File: src/rtl/sitda_pkg.sv
// Package for the signed integer to decimal ASCII converter.
// Holds the controller state type and the ASCII codes. No dependencies.
package sitda_pkg;

	// Width of one ASCII character on the output.
	localparam int CHAR_BITS = 6;

	// ASCII codes for the minus sign and the digit zero.
	localparam logic [CHAR_BITS-1:0] ASCII_MINUS = 6'd45;
	localparam logic [CHAR_BITS-1:0] ASCII_ZERO  = 6'd48;

	// Controller states.
	typedef enum logic [1:0] {
		ST_IDLE,
		ST_CONVERT,
		ST_TRIM,
		ST_EMIT
	} conv_state_t;

endpackage

File: src/rtl/signed_int_to_decimal_ascii.sv
// Signed integer to decimal ASCII text converter, top level.
// Depends on sitda_pkg for the state type and the ASCII codes.
//
// Usage:
// The input channel (value, in_valid, in_stall) takes one two's complement
// integer of DATA_BITS bits per word. The output channel (character, last,
// out_valid, out_stall) gives its decimal text one ASCII character per word:
// a minus sign for negative values, then the digits, most significant first,
// without leading zeros. The final character of each value has last set.
// Operation: after a word is accepted, the magnitude is shifted bit by bit
// through a double-dabble BCD register, then leading zero digits are dropped
// at one digit per cycle until the first nonzero digit is on top, and then the
// characters leave at one per cycle while the receiver does not stall.
// The block works on one value at a time and holds in_stall high until the
// final character of the current value has been loaded into the output
// register. When the receiver stalls, the output word holds and conversion
// of the remaining characters waits. Reset clears the controller and the
// output valid; the block is then ready for a new word.
module signed_int_to_decimal_ascii #(
	parameter int DATA_BITS = 32
) (
	input  logic                              clk,
	input  logic                              arst_n,
	input  logic signed [DATA_BITS-1:0]       value,
	input  logic                              in_valid,
	output logic                              in_stall,
	output logic [sitda_pkg::CHAR_BITS-1:0]   character,
	output logic                              last,
	output logic                              out_valid,
	input  logic                              out_stall
);
	import sitda_pkg::*;

	// Decimal digits needed for the largest magnitude, 2^(DATA_BITS-1).
	localparam int NDIG  = ((DATA_BITS - 1) * 1233) / 4096 + 1;
	localparam int BCD_W = NDIG * 4;
	localparam int CNT_W = $clog2(DATA_BITS + 1);
	localparam int DIG_W = $clog2(NDIG + 1);

	conv_state_t state_q, state_d;

	logic [DATA_BITS-1:0] mag_q;
	logic [BCD_W-1:0]     bcd_q;
	logic [BCD_W-1:0]     bcd_adj;
	logic [CNT_W-1:0]     cnt_q;
	logic [DIG_W-1:0]     dig_q;
	logic                 sign_pend_q;
	logic [CHAR_BITS-1:0] char_q;
	logic                 last_q;
	logic                 out_valid_q;

	logic [3:0]           top_digit;
	logic                 accept;
	logic                 slot_free;
	logic                 conv_en;
	logic                 trim_en;
	logic                 emit_en;
	logic [DATA_BITS-1:0] neg_mag;

	assign top_digit = bcd_q[BCD_W-1 -: 4];
	assign slot_free = !out_valid_q || !out_stall;
	assign neg_mag   = ~$unsigned(value) + {{(DATA_BITS-1){1'b0}}, 1'b1};

	// Double-dabble correction: add three to every digit of five or more.
	always_comb begin
		for (int i = 0; i < NDIG; i++) begin
			if (bcd_q[i*4 +: 4] >= 4'd5) begin
				bcd_adj[i*4 +: 4] = bcd_q[i*4 +: 4] + 4'd3;
			end else begin
				bcd_adj[i*4 +: 4] = bcd_q[i*4 +: 4];
			end
		end
	end

	// Next state.
	always_comb begin
		state_d = state_q;
		case (state_q)
			ST_IDLE: begin
				if (in_valid) state_d = ST_CONVERT;
			end
			ST_CONVERT: begin
				if (cnt_q == CNT_W'(1)) state_d = ST_TRIM;
			end
			ST_TRIM: begin
				if (!(top_digit == 4'd0 && dig_q > DIG_W'(1))) state_d = ST_EMIT;
			end
			ST_EMIT: begin
				if (slot_free && !sign_pend_q && dig_q == DIG_W'(1)) state_d = ST_IDLE;
			end
			default: state_d = ST_IDLE;
		endcase
	end

	// Controller outputs.
	always_comb begin
		in_stall = 1'b1;
		conv_en  = 1'b0;
		trim_en  = 1'b0;
		emit_en  = 1'b0;
		case (state_q)
			ST_IDLE:    in_stall = 1'b0;
			ST_CONVERT: conv_en = 1'b1;
			ST_TRIM:    trim_en = (top_digit == 4'd0) && (dig_q > DIG_W'(1));
			ST_EMIT:    emit_en = slot_free;
			default:    in_stall = 1'b1;
		endcase
	end

	assign accept = in_valid && !in_stall;

	// State register.
	always_ff @(posedge clk or negedge arst_n) begin
		if (!arst_n) begin
			state_q <= ST_IDLE;
		end else begin
			state_q <= state_d;
		end
	end

	// Magnitude and BCD shift registers with their counters.
	always_ff @(posedge clk) begin
		if (accept) begin
			mag_q       <= value[DATA_BITS-1] ? neg_mag : $unsigned(value);
			sign_pend_q <= value[DATA_BITS-1];
			bcd_q       <= '0;
			cnt_q       <= CNT_W'(DATA_BITS);
			dig_q       <= DIG_W'(NDIG);
		end else if (conv_en) begin
			bcd_q <= {bcd_adj[BCD_W-2:0], mag_q[DATA_BITS-1]};
			mag_q <= {mag_q[DATA_BITS-2:0], 1'b0};
			cnt_q <= cnt_q - CNT_W'(1);
		end else if (trim_en) begin
			bcd_q <= {bcd_q[BCD_W-5:0], 4'd0};
			dig_q <= dig_q - DIG_W'(1);
		end else if (emit_en) begin
			if (sign_pend_q) begin
				sign_pend_q <= 1'b0;
			end else begin
				bcd_q <= {bcd_q[BCD_W-5:0], 4'd0};
				dig_q <= dig_q - DIG_W'(1);
			end
		end
	end

	// Output word register: valid is control, the character is payload.
	always_ff @(posedge clk or negedge arst_n) begin
		if (!arst_n) begin
			out_valid_q <= 1'b0;
		end else if (emit_en) begin
			out_valid_q <= 1'b1;
		end else if (!out_stall) begin
			out_valid_q <= 1'b0;
		end
	end

	always_ff @(posedge clk) begin
		if (emit_en) begin
			if (sign_pend_q) begin
				char_q <= ASCII_MINUS;
				last_q <= 1'b0;
			end else begin
				char_q <= ASCII_ZERO + {2'b00, top_digit};
				last_q <= (dig_q == DIG_W'(1));
			end
		end
	end

	assign character = char_q;
	assign last      = last_q;
	assign out_valid = out_valid_q;

endmodule
File: config.mk
export PLATFORM = sky130hd
export DESIGN_NAME = signed_int_to_decimal_ascii
export DESIGN_NICKNAME = d
export VERILOG_FILES = /design/src/rtl/sitda_pkg.sv /design/src/rtl/signed_int_to_decimal_ascii.sv
export SDC_FILE = /design/constraint.sdc
export NUM_CORES = 1
export LEC_CHECK = 0
export ABC_AREA = 1
export BUFFER_PORTS_ARGS = -buffer_cell sky130_fd_sc_hd__buf_2
export CAP_MARGIN = 30
export CORE_ASPECT_RATIO = 0.8
export CORE_MARGIN = 8
export CORE_UTILIZATION = 47
export CTS_CLUSTER_DIAMETER = 40
export DETAILED_ROUTE_END_ITERATION = 8
export GPL_TIMING_DRIVEN = 0
export SYNTH_ARGS = -nofsm -noshare
export SYNTH_HDL_FRONTEND = slang
export SYNTH_SLANG_ARGS = --single-unit
File: constraint.sdc
create_clock -name clk -period 6.2 [get_ports clk]
set_input_delay 1.24 -clock clk [delete_from_list [all_inputs] [get_ports clk]]
set_output_delay 1.24 -clock clk [all_outputs]
set_load 0.03 [all_outputs]
== After elaboration in Yosys (flattened, before gate mapping) ==
Index checks and enable logic that the tools add are counted.

* Add/subtract/negate cells: 14
* $lt $le $gt $ge: 11
* Eq/ne operators: 14
* Muxes and demuxes: 35
* Bitwise logic cells: 2
* Reduce and logical (&&, ||, !) cells: 18

{| class="wikitable"
|+ Operators with widths
! cell !! number
|-
| 40-bit two-way mux || 4
|-
| 32-bit two-way mux || 3
|-
| 4-bit two-way mux || 12
|-
| 4-bit by 3-bit greater-or-equal comparator with 1-bit output (second input constant) || 10
|-
| 4-bit by 2-bit adder with 4-bit output (second input constant) || 9
|-
| 32-bit by 1-bit adder with 32-bit output (second input constant) || 1
|-
| 32-bit NOT || 1
|-
| 2-bit != test (second input constant) || 6
|-
| 1-bit two-way mux || 10
|-
| 2-bit two-way mux || 4
|-
| 2-bit one-hot mux with 4 select lines || 1
|-
| 5-bit by 5-bit adder with 6-bit output (first input constant) || 1
|-
| 6-bit by 1-bit == test with 1-bit output (second input constant) || 1
|-
| 3-bit AND reduction || 2
|-
| 2-bit nonzero test || 3
|-
| 6-bit by 1-bit subtractor with 6-bit output (second input constant) || 1
|-
| 2-bit == test (second input constant) || 2
|-
| 4-bit by 1-bit == test with 1-bit output (second input constant) || 1
|-
| 4-bit by 1-bit > comparator with 1-bit output (second input constant) || 1
|-
| 1-bit logical AND || 4
|-
| 4-bit logical NOT || 1
|-
| 2-bit by 1-bit != test with 1-bit output (second input constant) || 2
|-
| 4-bit AND reduction || 1
|-
| 4-bit by 1-bit subtractor with 4-bit output (second input constant) || 1
|-
| 10 further kinds || 12
|}

* Register bits: 93
* Input port bits: 36
* Output and inout port bits: 9
* Logic and storage cells: 103

== Longest topological paths before layout ==
Gate-level depths: netlist of run 1.

* Depth in word-level cells: 7
* Mapped depth: 11
* Gate-level depth less buffers: 11

== Least setup slack after synthesis of run 1 ==
No wires, ideal clock.

* Path kind: input to register
* Start: input in_valid
* End: register mag_q[0] (enable)
* Arrival: 2.285 ns
* Data required time: 5.721 ns
* Slack: 3.436 ns
* Cell stages on the path: 3
* Path buffers: 1
* Path through: nand2_1 > clkbuf_1 > nand2_1

* Longest elaborated chain between the ends: 2

{| class="wikitable"
|+ RTL lines
! element !! RTL line !! text
|-
| from (decl) || signed_int_to_decimal_ascii.sv:25 || <nowiki>input logic in_valid,</nowiki>
|-
| 1-bit logical AND || signed_int_to_decimal_ascii.sv:110 || <nowiki>assign accept = in_valid && !in_stall;</nowiki>
|-
| 2-bit nonzero test (no source line) || n/a ||
|-
| to (signal assigned) || signed_int_to_decimal_ascii.sv:124 || <nowiki>mag_q <= value[DATA_BITS-1] ? neg_mag : $unsigned(value);</nowiki>
|-
| to (signal assigned) || signed_int_to_decimal_ascii.sv:131 || <nowiki>mag_q <= {mag_q[DATA_BITS-2:0], 1'b0};</nowiki>
|-
| to (decl) || signed_int_to_decimal_ascii.sv:42 || <nowiki>logic [DATA_BITS-1:0] mag_q;</nowiki>
|}

No other way between the ends.
A chain may end at the register's enable or synchronous reset.

== Worst setup path after layout of run 1 ==
* Start: input in_valid
* End: register mag_q[11] (enable)

Same word-level chain as after synthesis.

==> results.cfg, run 1 <==
[critical_path]
path_max_fanout = 21
critical_path_class = in -> reg
r2r-end = mag_q[11]
path_cells = buf_2, nand2_1, clkbuf_1, nand2_1, buf_16
path_common_cell = nand2_1
end_kind = flip-flop
reg2reg_slack_ps = 3730
worstPathRequired_ps = 6310
reg2regPathDepth = 6
cpPeakStageDelay_ps = 510
startpoint_type = input port
worstPathArrival_ps = 2840
reg2reg_from = state_q[0]
crit_slowest_cell = nand2_1
path_buf_inv = 3
crit_family = buffers and inverters

[grt]
grt.total_usage_pct = 19.5
overflow = 0
antenna_found_initial = 0
grt_pass1_vias = 5298
grt_pass1_wl_um = 25800
grt_max_degree = 22

[sta]
grt_setup_unrepaired = no
finalHoldViolCount = 0
setup_viol = 0
finalCriticalPeriod_ps = 2730
fin_tns_setup_ps = 0
drv_slew = 0
tightestPinTransition_ps = 625
period_share_pct = 44.0
fmax_ghz = 0.366
skew_ps = 9.16
hold_slack_ps = 476
relSlewSlack_pct = 58.2

[clock_network]
cts_buffers = 9
post_cts_resized = 0
cts.sinks = 92
postCtsHoldBufs = 0
post_cts_buffers = 0
clock_latency_ps = 360
tritoncts = built
clk_pin_slew_ps = 70
clockRootBuffer = clkbuf_16
cts_buffer_depth = 2
htreeDepth = 3

[layout]
nets = 963
syn_to_final_growth_pct = 13.5
utilization_pct = 53.8
layout-drive-gt1-share_pct = 12.4
antenna_cells = 0

[floorplan]
die_y_um = 117
die_x_um = 143
rows = 37
core_mm2 = 0.0127
die_area_mm2 = 0.0167
initial_core_util_pct = 47.4
io_pins = 45

[worst_hold_path]
hold-path-endpoint = bcd_q[3]
whs_path_depth = 2
hp-class = reg -> reg
hold_start = bcd_q[3]

[placement]
post-dp-hpwl_um = 11600
port_buffers = 43
gp_congestion = 0.869

[route]
drc = 0
drt-total-wl_um = 15700
drtIter0Drc = 613
viasPerCell = 5.29
dr.pass1.iters = 5
post_drt_wl_per_cell_um = 14.6
num_vias = 5695
ant_nets = 0

[power]
power_density_mw_per_mm2 = 469
p_leak_nw = 2.98
peakVddDrop_mv = 0.246

[yosys]
ys_seq_elements = 92
synth_top_family_by_area = simple AND/OR/NAND/NOR gates
mappedNetlistNets = 908
yosys.area.top_type = edfxtp_1
synthCells = 841
synth_fa_ha_area_share_pct = 6.44
yosys_warnings = 0
synth_xor_area_share_pct = 2.62
ys_types = 44
async_reset_ff_share_pct = 3.26
yosysTopAreaCellShare_pct = 19.5
synth.area.top_cells = edfxtp_1 (19%), nand2_1 (17%), dfxtp_1 (17%), ha_1 (6.4%), a21oi_1 (6.1%)
synthFlopType = dfxtp_1
muxShareOfSynthArea_pct = 0
synth_edf_count = 39
synth_compound_area_share_pct = 14.7
synth_simple_gate_area_share_pct = 29.8
synth_area_mm2 = 0.00602
ys_seq_area_share_pct = 37.3
synth_area_per_cell_um2 = 7.16

[run_status]
status = complete, no violations

[flow_run]
cap_violations = 0
flip-flops by register name, indices dropped and copies added (netlist names):
| name | flops |
|---|---|
| state_q | 2 |
| bcd_q | 40 |
| dig_q | 4 |
| sign_pend_q | 1 |
| out_valid | 1 |
| cnt_q | 6 |
| last | 1 |
| mag_q | 32 |
| character | 5 |
area by class of cell:
cell class,count,area [um2]
flip-flops and latches,92,2250
plain buffers,32,226
inverters,83,314
clock buffers,13,304
repair buffers,44,243
clock inverters,3,46.3
fillers,1260,5850
well taps,175,219
multi-input cells,634,3230
synth_stat cells, drive strengths merged, types with 2 or more instances:
cell type,number
o22ai,10
buf,23
edfxtp,39
nor3,5
inv,83
xor2,15
clkbuf,9
a21oi,80
xnor2,3
nor2,58
o211ai,3
or2,3
o21ai,62
nand3b,3
dfrtp,3
dfxtp,50
ha,31
nand4,9
nand3,66
o31ai,2
a31oi,2
nand2,276
tightest hold or removal path, stage by stage (launching register included):
cell     delay, ps
dfxtp_1        320
nand2_1         60
a21oi_1         50
stage by stage:
stage	total power, W	instance area, um2	std cells	setup WS, ps
final	0.00321	6830	1076	3470
after global routing	0.00347	6830	1076	3340
after CTS	0.00322	6830	1076	3460
after detailed placement	0.00257	6480	1060	3090
after global placement	0.00251	6450	1059	2640
after floorplan	0.00215	6020	841	3440
cells by family (layout without fill, tap and decap cells):
logic type	Yosys count	after routing
flip-flops	92	92
AO/OA/AOI/OAI	163	163
AND/OR/NAND/NOR	421	421
other	1	1
XOR/XNOR	18	18
adder cells (fa/ha/maj)	31	31
buffers and inverters	115	175
placed cells by master, fill, tap and decap left out, types with 15 or more instances in the layout:
cell / n
nand2_1: 268
inv_1: 80
a21oi_1: 73
nand3_1: 64
o21ai_0: 60
buf_2: 54
nor2_1: 51
dfxtp_1: 50
edfxtp_1: 39
ha_1: 31
xor2_1: 15
layer usage:
metal | wire length (um) | global-route usage [%] | up-vias
li1 | - | - | 2866
met3 | 1090 | 5.35 | 10
met2 | 6730 | 29.1 | 162
met5 | 0 | 0 | -
met4 | 117 | 4.66 | 0
met1 | 7770 | 27.2 | 2657
worst max path at each step:
stage	startpoint	endpoint	slack, ps	cells after the start
2_1_floorplan	in_valid	mag_q[0]	3440	3
3_3_place_gp	in_valid	mag_q[13]	2640	4
3_5_place_dp	in_valid	mag_q[12]	3090	5
4_1_cts	in_valid	mag_q[12]	3460	5
5_1_grt	in_valid	mag_q[11]	3340	5
6_report	in_valid	mag_q[11]	3470	5
power by group:
group / internal [W] / switching [W] / leakage [nW] / total, W
Combinational: 0.000518 / 0.000932 / 1.99 / 0.00145
Clock: 0.000388 / 0.000254 / 0.168 / 0.000642
Sequential: 0.000950 / 0.000163 / 0.821 / 0.00111
Total: 0.00186 / 0.00135 / 2.98 / 0.00321
Power figures use the tool's default switching activity.
==> inputs of run 2 (changes only) <==
PLACE_DENSITY = 0.67   (was unset)
clock period = 2.5 ns   (was 6.2 ns; I/O delays follow)
==> results.cfg, run 2 (synthesis results as in run 1) <==
[sta]
tightestPinTransition_ps = 552
relSlewSlack_pct = 63.2
skew_ps = 7.90
finalHoldViolCount = 0
finalCriticalPeriod_ps = 2260
worst_slack_ps = 242
grt_setup_unrepaired = no
setup_viol = 0
period_share_pct = 90.3
fmax_ghz = 0.443
drv_slew = 0

[critical_path]
critical_path_class = reg -> reg
worstPathRequired_ps = 2600
path_max_fanout = 22
worstPathArrival_ps = 2360
startpoint_type = flip-flop
end_kind = flip-flop

[route]
drtIter0Drc = 506
dr_wl_met3_um = 925
wl_met1_um = 7740
met2_wirelength_um = 6080
dr.pass1.iters = 5
ant_nets = 0
num_vias = 5582
viasPerCell = 5.18
post_drt_wl_per_cell_um = 13.8
highest_layer = met4
drt-total-wl_um = 14900
drc = 0

[clock_network]
clk_pin_slew_ps = 60
cts.sinks = 92
clockRootBuffer = clkbuf_16
htreeDepth = 3
post_cts_buffers = 0
cts_buffer_depth = 2
clock_latency_ps = 350
cts_buffers = 9
tritoncts = built

[layout]
antenna_cells = 0
mostFrequentLayoutCells = nand2_1 (267), inv_1 (80), a21oi_1 (73)
final_area_mm2 = 0.00678
top_register = bcd_q
largest_reg_flops = 40
nets = 964
fill_cells = 1285
syn_to_final_growth_pct = 12.6
layout-drive-gt1-share_pct = 12.3
utilization_pct = 53.4
final_cells = 1077
top_regs = bcd_q x40, mag_q x32, cnt_q x6
layout_commonest_cell = nand2_1

[floorplan]
io_pins = 45
initial_core_util_pct = 47.4
die_x_um = 143
core_mm2 = 0.0127
die_area_mm2 = 0.0167
die_y_um = 117
rows = 37

[grt]
grt.total_usage_pct = 18.7
grt_max_degree = 23
grt_pass1_vias = 4931
overflow = 0
grt_pass1_wl_um = 24800
antenna_found_initial = 0

[power]
power_w = 0.00766
peakVddDrop_mv = 0.461
p_leak_nw = 2.95
power_density_mw_per_mm2 = 1130

[worst_hold_path]
hp-class = in -> reg

[placement]
post-place-ws_ps = 41.8
post-dp-hpwl_um = 11000
dp_cells = 1060
port_buffers = 43
place_area_mm2 = 0.00648
gp_congestion = 0.887

[flow_run]
cap_violations = 0

[run_status]
status = complete, no violations
run 2: cell count changes in the layout (fill, tap and decap cells not counted):
cell	previous run	this run
clkinvlp_4	1	0
clkinv_4	0	1
inv_6	1	0
dlygate4sd3_1	0	1
clkbuf_16	12	9
clkinv_1	0	1
clkinv_2	0	2
nand2_1	268	267
nand2_2	8	9
clkbuf_1	10	11
run 2: layout make-up:
type                       instances  area [um2]  area share, %
buffer                            32         226           3.34
clock buffer                      11         233           3.43
clock inverter                     5        52.6          0.775
inverter                          83         314           4.63
multi-input combinational        634        3230           47.7
sequential                        92        2250           33.2
tap                              175         219           3.23
timing repair buffer              45         253           3.73
run 2: repair_timing:
action,4_1_cts,5_1_grt
endpoints found under the setup margin,0,22
hold buffers,1,0
resized for setup,0,1
hold endpoints to repair,3,0
run 2: per-stage QoR:
stage                     setup TNS, ps  hold slack, ps
after floorplan                       0             204
after global placement           -10990             297
after detailed placement              0             296
after global routing                  0             429
after CTS                             0             402
final                                 0             408
run 2: final timing paths:
path | startpoint | endpoint | slack (ps) | depth (start not counted)
setup / recovery | state_q[1] | mag_q[7] | 240 | 6
hold / removal | out_stall | out_valid | 410 | 3
setup reg to reg | state_q[1] | mag_q[7] | 240 | 6
hold reg to reg | bcd_q[3] | bcd_q[3] | 460 | 2
max in group asynchronous | arst_n | state_q[1] | 1920 | 2
min in group asynchronous | arst_n | state_q[0] | 470 | 2
run 2: critical path, cell delays in order, from the launching register on:
cell and delay [ps]:
dfrtp_1 410, inv_1 100, ha_1 200, nand2_1 200, clkbuf_1 450, nand2_2 350
buf_16 270
run 2: where the power goes:
part           internal (W)  switching (W)
registers           0.00236       0.000399
clock network      0.000771       0.000568
logic               0.00128        0.00229
total               0.00441        0.00325
run 2: per-layer routing:
layer / up-vias / GRT usage, %
li1: 2882 / -
met1: 2551 / 28.0
met2: 140 / 26.0
met3: 9 / 4.30
met4: 0 / 4.80
met5: - / 0
==> inputs of run 3 (changes only) <==
CAP_MARGIN = unset   (was 30)
CTS_BUF_LIST = sky130_fd_sc_hd__clkbuf_4   (was unset)
==> results.cfg, run 3 (synthesis results as in run 1) <==
[grt]
antenna_found_initial = 1
overflow = 0
grt_pass1_vias = 4867
grt_pass1_wl_um = 24300
grt.total_usage_pct = 18.4
grt_max_degree = 33

[power]
p_seq_share_pct = 39.2
switching_power_w = 0.00320
clock_power_share_pct = 10.6
power_frac_comb_pct = 50.2
peakVddDrop_mv = 0.368
power_density_mw_per_mm2 = 1060
p_int_w = 0.00380
swShare_pct = 45.7
p_leak_nw = 2.87

[critical_path]
path_cells = inv_1, ha_1, nand2_1, clkbuf_1, nand2_4
crit_family = simple AND/OR/NAND/NOR gates
worstPathRequired_ps = 2610
crit_slowest_cell = clkbuf_1
path_max_fanout = 32
startpoint_type = flip-flop
reg2reg_from = state_q[0]
reg2reg_slack_ps = 280
path_buf_inv = 2
cpPeakStageDelay_ps = 480
critical_path_class = reg -> reg
end_kind = flip-flop
r2r-end = mag_q[15]
worstPathArrival_ps = 2330
reg2regPathDepth = 5

[clock_network]
cts_buffer_depth = 2
htreeDepth = 3
clock_latency_ps = 470
clockRootBuffer = clkbuf_4
cts.sinks = 92
cts_buffers = 9
tritoncts = built
clk_pin_slew_ps = 150

[layout]
nets = 963
layout-drive-gt1-share_pct = 12.4
mostFrequentLayoutCells = nand2_1 (267), inv_1 (80), a21oi_1 (73)
largest_reg_flops = 40
top_register = bcd_q
final_cells = 1077
syn_to_final_growth_pct = 9.46
layout_commonest_cell = nand2_1
utilization_pct = 51.9
top_regs = bcd_q x40, mag_q x32, cnt_q x6

[route]
ant_nets = 0
viasPerCell = 5.17
post_drt_wl_per_cell_um = 13.7
drc = 0
dr.pass1.iters = 5
drt-total-wl_um = 14800
num_vias = 5567
drtIter0Drc = 567

[sta]
period_share_pct = 88.9
setup_viol = 0
grt_setup_unrepaired = no
drv_slew = 0
tightestPinTransition_ps = 566
relSlewSlack_pct = 62.3
finalHoldViolCount = 0
finalCriticalPeriod_ps = 2220
fmax_ghz = 0.450
skew_ps = 20.7

[worst_hold_path]
hp-class = in -> reg
hold_start = out_stall
whs_path_depth = 3
hold-path-endpoint = out_valid

[placement]
post-dp-hpwl_um = 11000
gp_congestion = 0.887
port_buffers = 43
dp_cells = 1059

[floorplan]
rows = 37
core_mm2 = 0.0127
die_area_mm2 = 0.0167
die_x_um = 143
initial_core_util_pct = 47.4
die_y_um = 117
io_pins = 45

[flow_run]
cap_violations = 0

[run_status]
status = complete, no violations
[run 3: metrics by stage]
step / setup slack (ps) / cell area [um2] / hold slack [ps] / TNS [ps] / total power, W
2_1_floorplan: 325 / 6020 / 204 / 0 / 0.00532
3_3_place_gp: -347 / 6450 / 297 / -10990 / 0.00624
3_5_place_dp: -402 / 6450 / 296 / -12750 / 0.00629
4_1_cts: 39.3 / 6580 / 252 / 0 / 0.00704
5_1_grt: 78.0 / 6590 / 254 / 0 / 0.00765
6_report: 277 / 6590 / 271 / 0 / 0.00700
[run 3: worst max-delay path by stage]
stage                     startpoint        end  slack, ps  cells after the start
final                     state_q[0]  mag_q[15]        280                      5
after global routing      state_q[0]  mag_q[10]         80                      5
after CTS                 state_q[0]  mag_q[15]         40                      5
after detailed placement  state_q[0]  mag_q[15]       -400                      5
after global placement    state_q[0]  mag_q[15]       -350                      5
after floorplan           state_q[0]   mag_q[0]        320                      5
[run 3: area by class of cell]
class                           instances  area, um2
Antenna cell                            1       2.50
Buffer                                 32        226
Clock buffer                           10       75.1
Clock inverter                          6       40.0
Fill cell                            1293       6100
Inverter                               83        314
Multi-Input combinational cell        634       3240
Sequential cell                        92       2250
Tap cell                              175        219
Timing Repair Buffer                   44        225
[run 3: power by group through the flow]
stage | sequential, W | combinational [W] | clock, W
5_1_grt | 0.00283 | 0.00399 | 0.000825
3_5_place_dp | 0.00279 | 0.00350 | 0
3_3_place_gp | 0.00277 | 0.00346 | 0
6_report | 0.00275 | 0.00351 | 0.000742
4_1_cts | 0.00275 | 0.00352 | 0.000767
2_1_floorplan | 0.00273 | 0.00259 | 0
[run 3: repair_timing]
item	CTS	global route
setup endpoints to repair	32	32
hold buffers	1	0
setup buffers	0	0
endpoints found under the hold margin	3	0
pin swaps	0	0
gates cloned	0	0
resized for setup	1	1
[run 3: layer usage]
metal / up-vias / GRT usage (%) / share of wire, %
met2: 143 / 26.3 / 41
met4: 0 / 5.58 / 1.3
li1: 2881 / - / -
met1: 2530 / 26.9 / 51
met3: 13 / 4.26 / 6.1
met5: - / 0 / 0
[run 3: worst register-to-register path, stage by stage (launching register included)]
cell and delay [ps]:
dfrtp_1 440, inv_1 100, ha_1 220, nand2_1 200
clkbuf_1 480, nand2_4 410
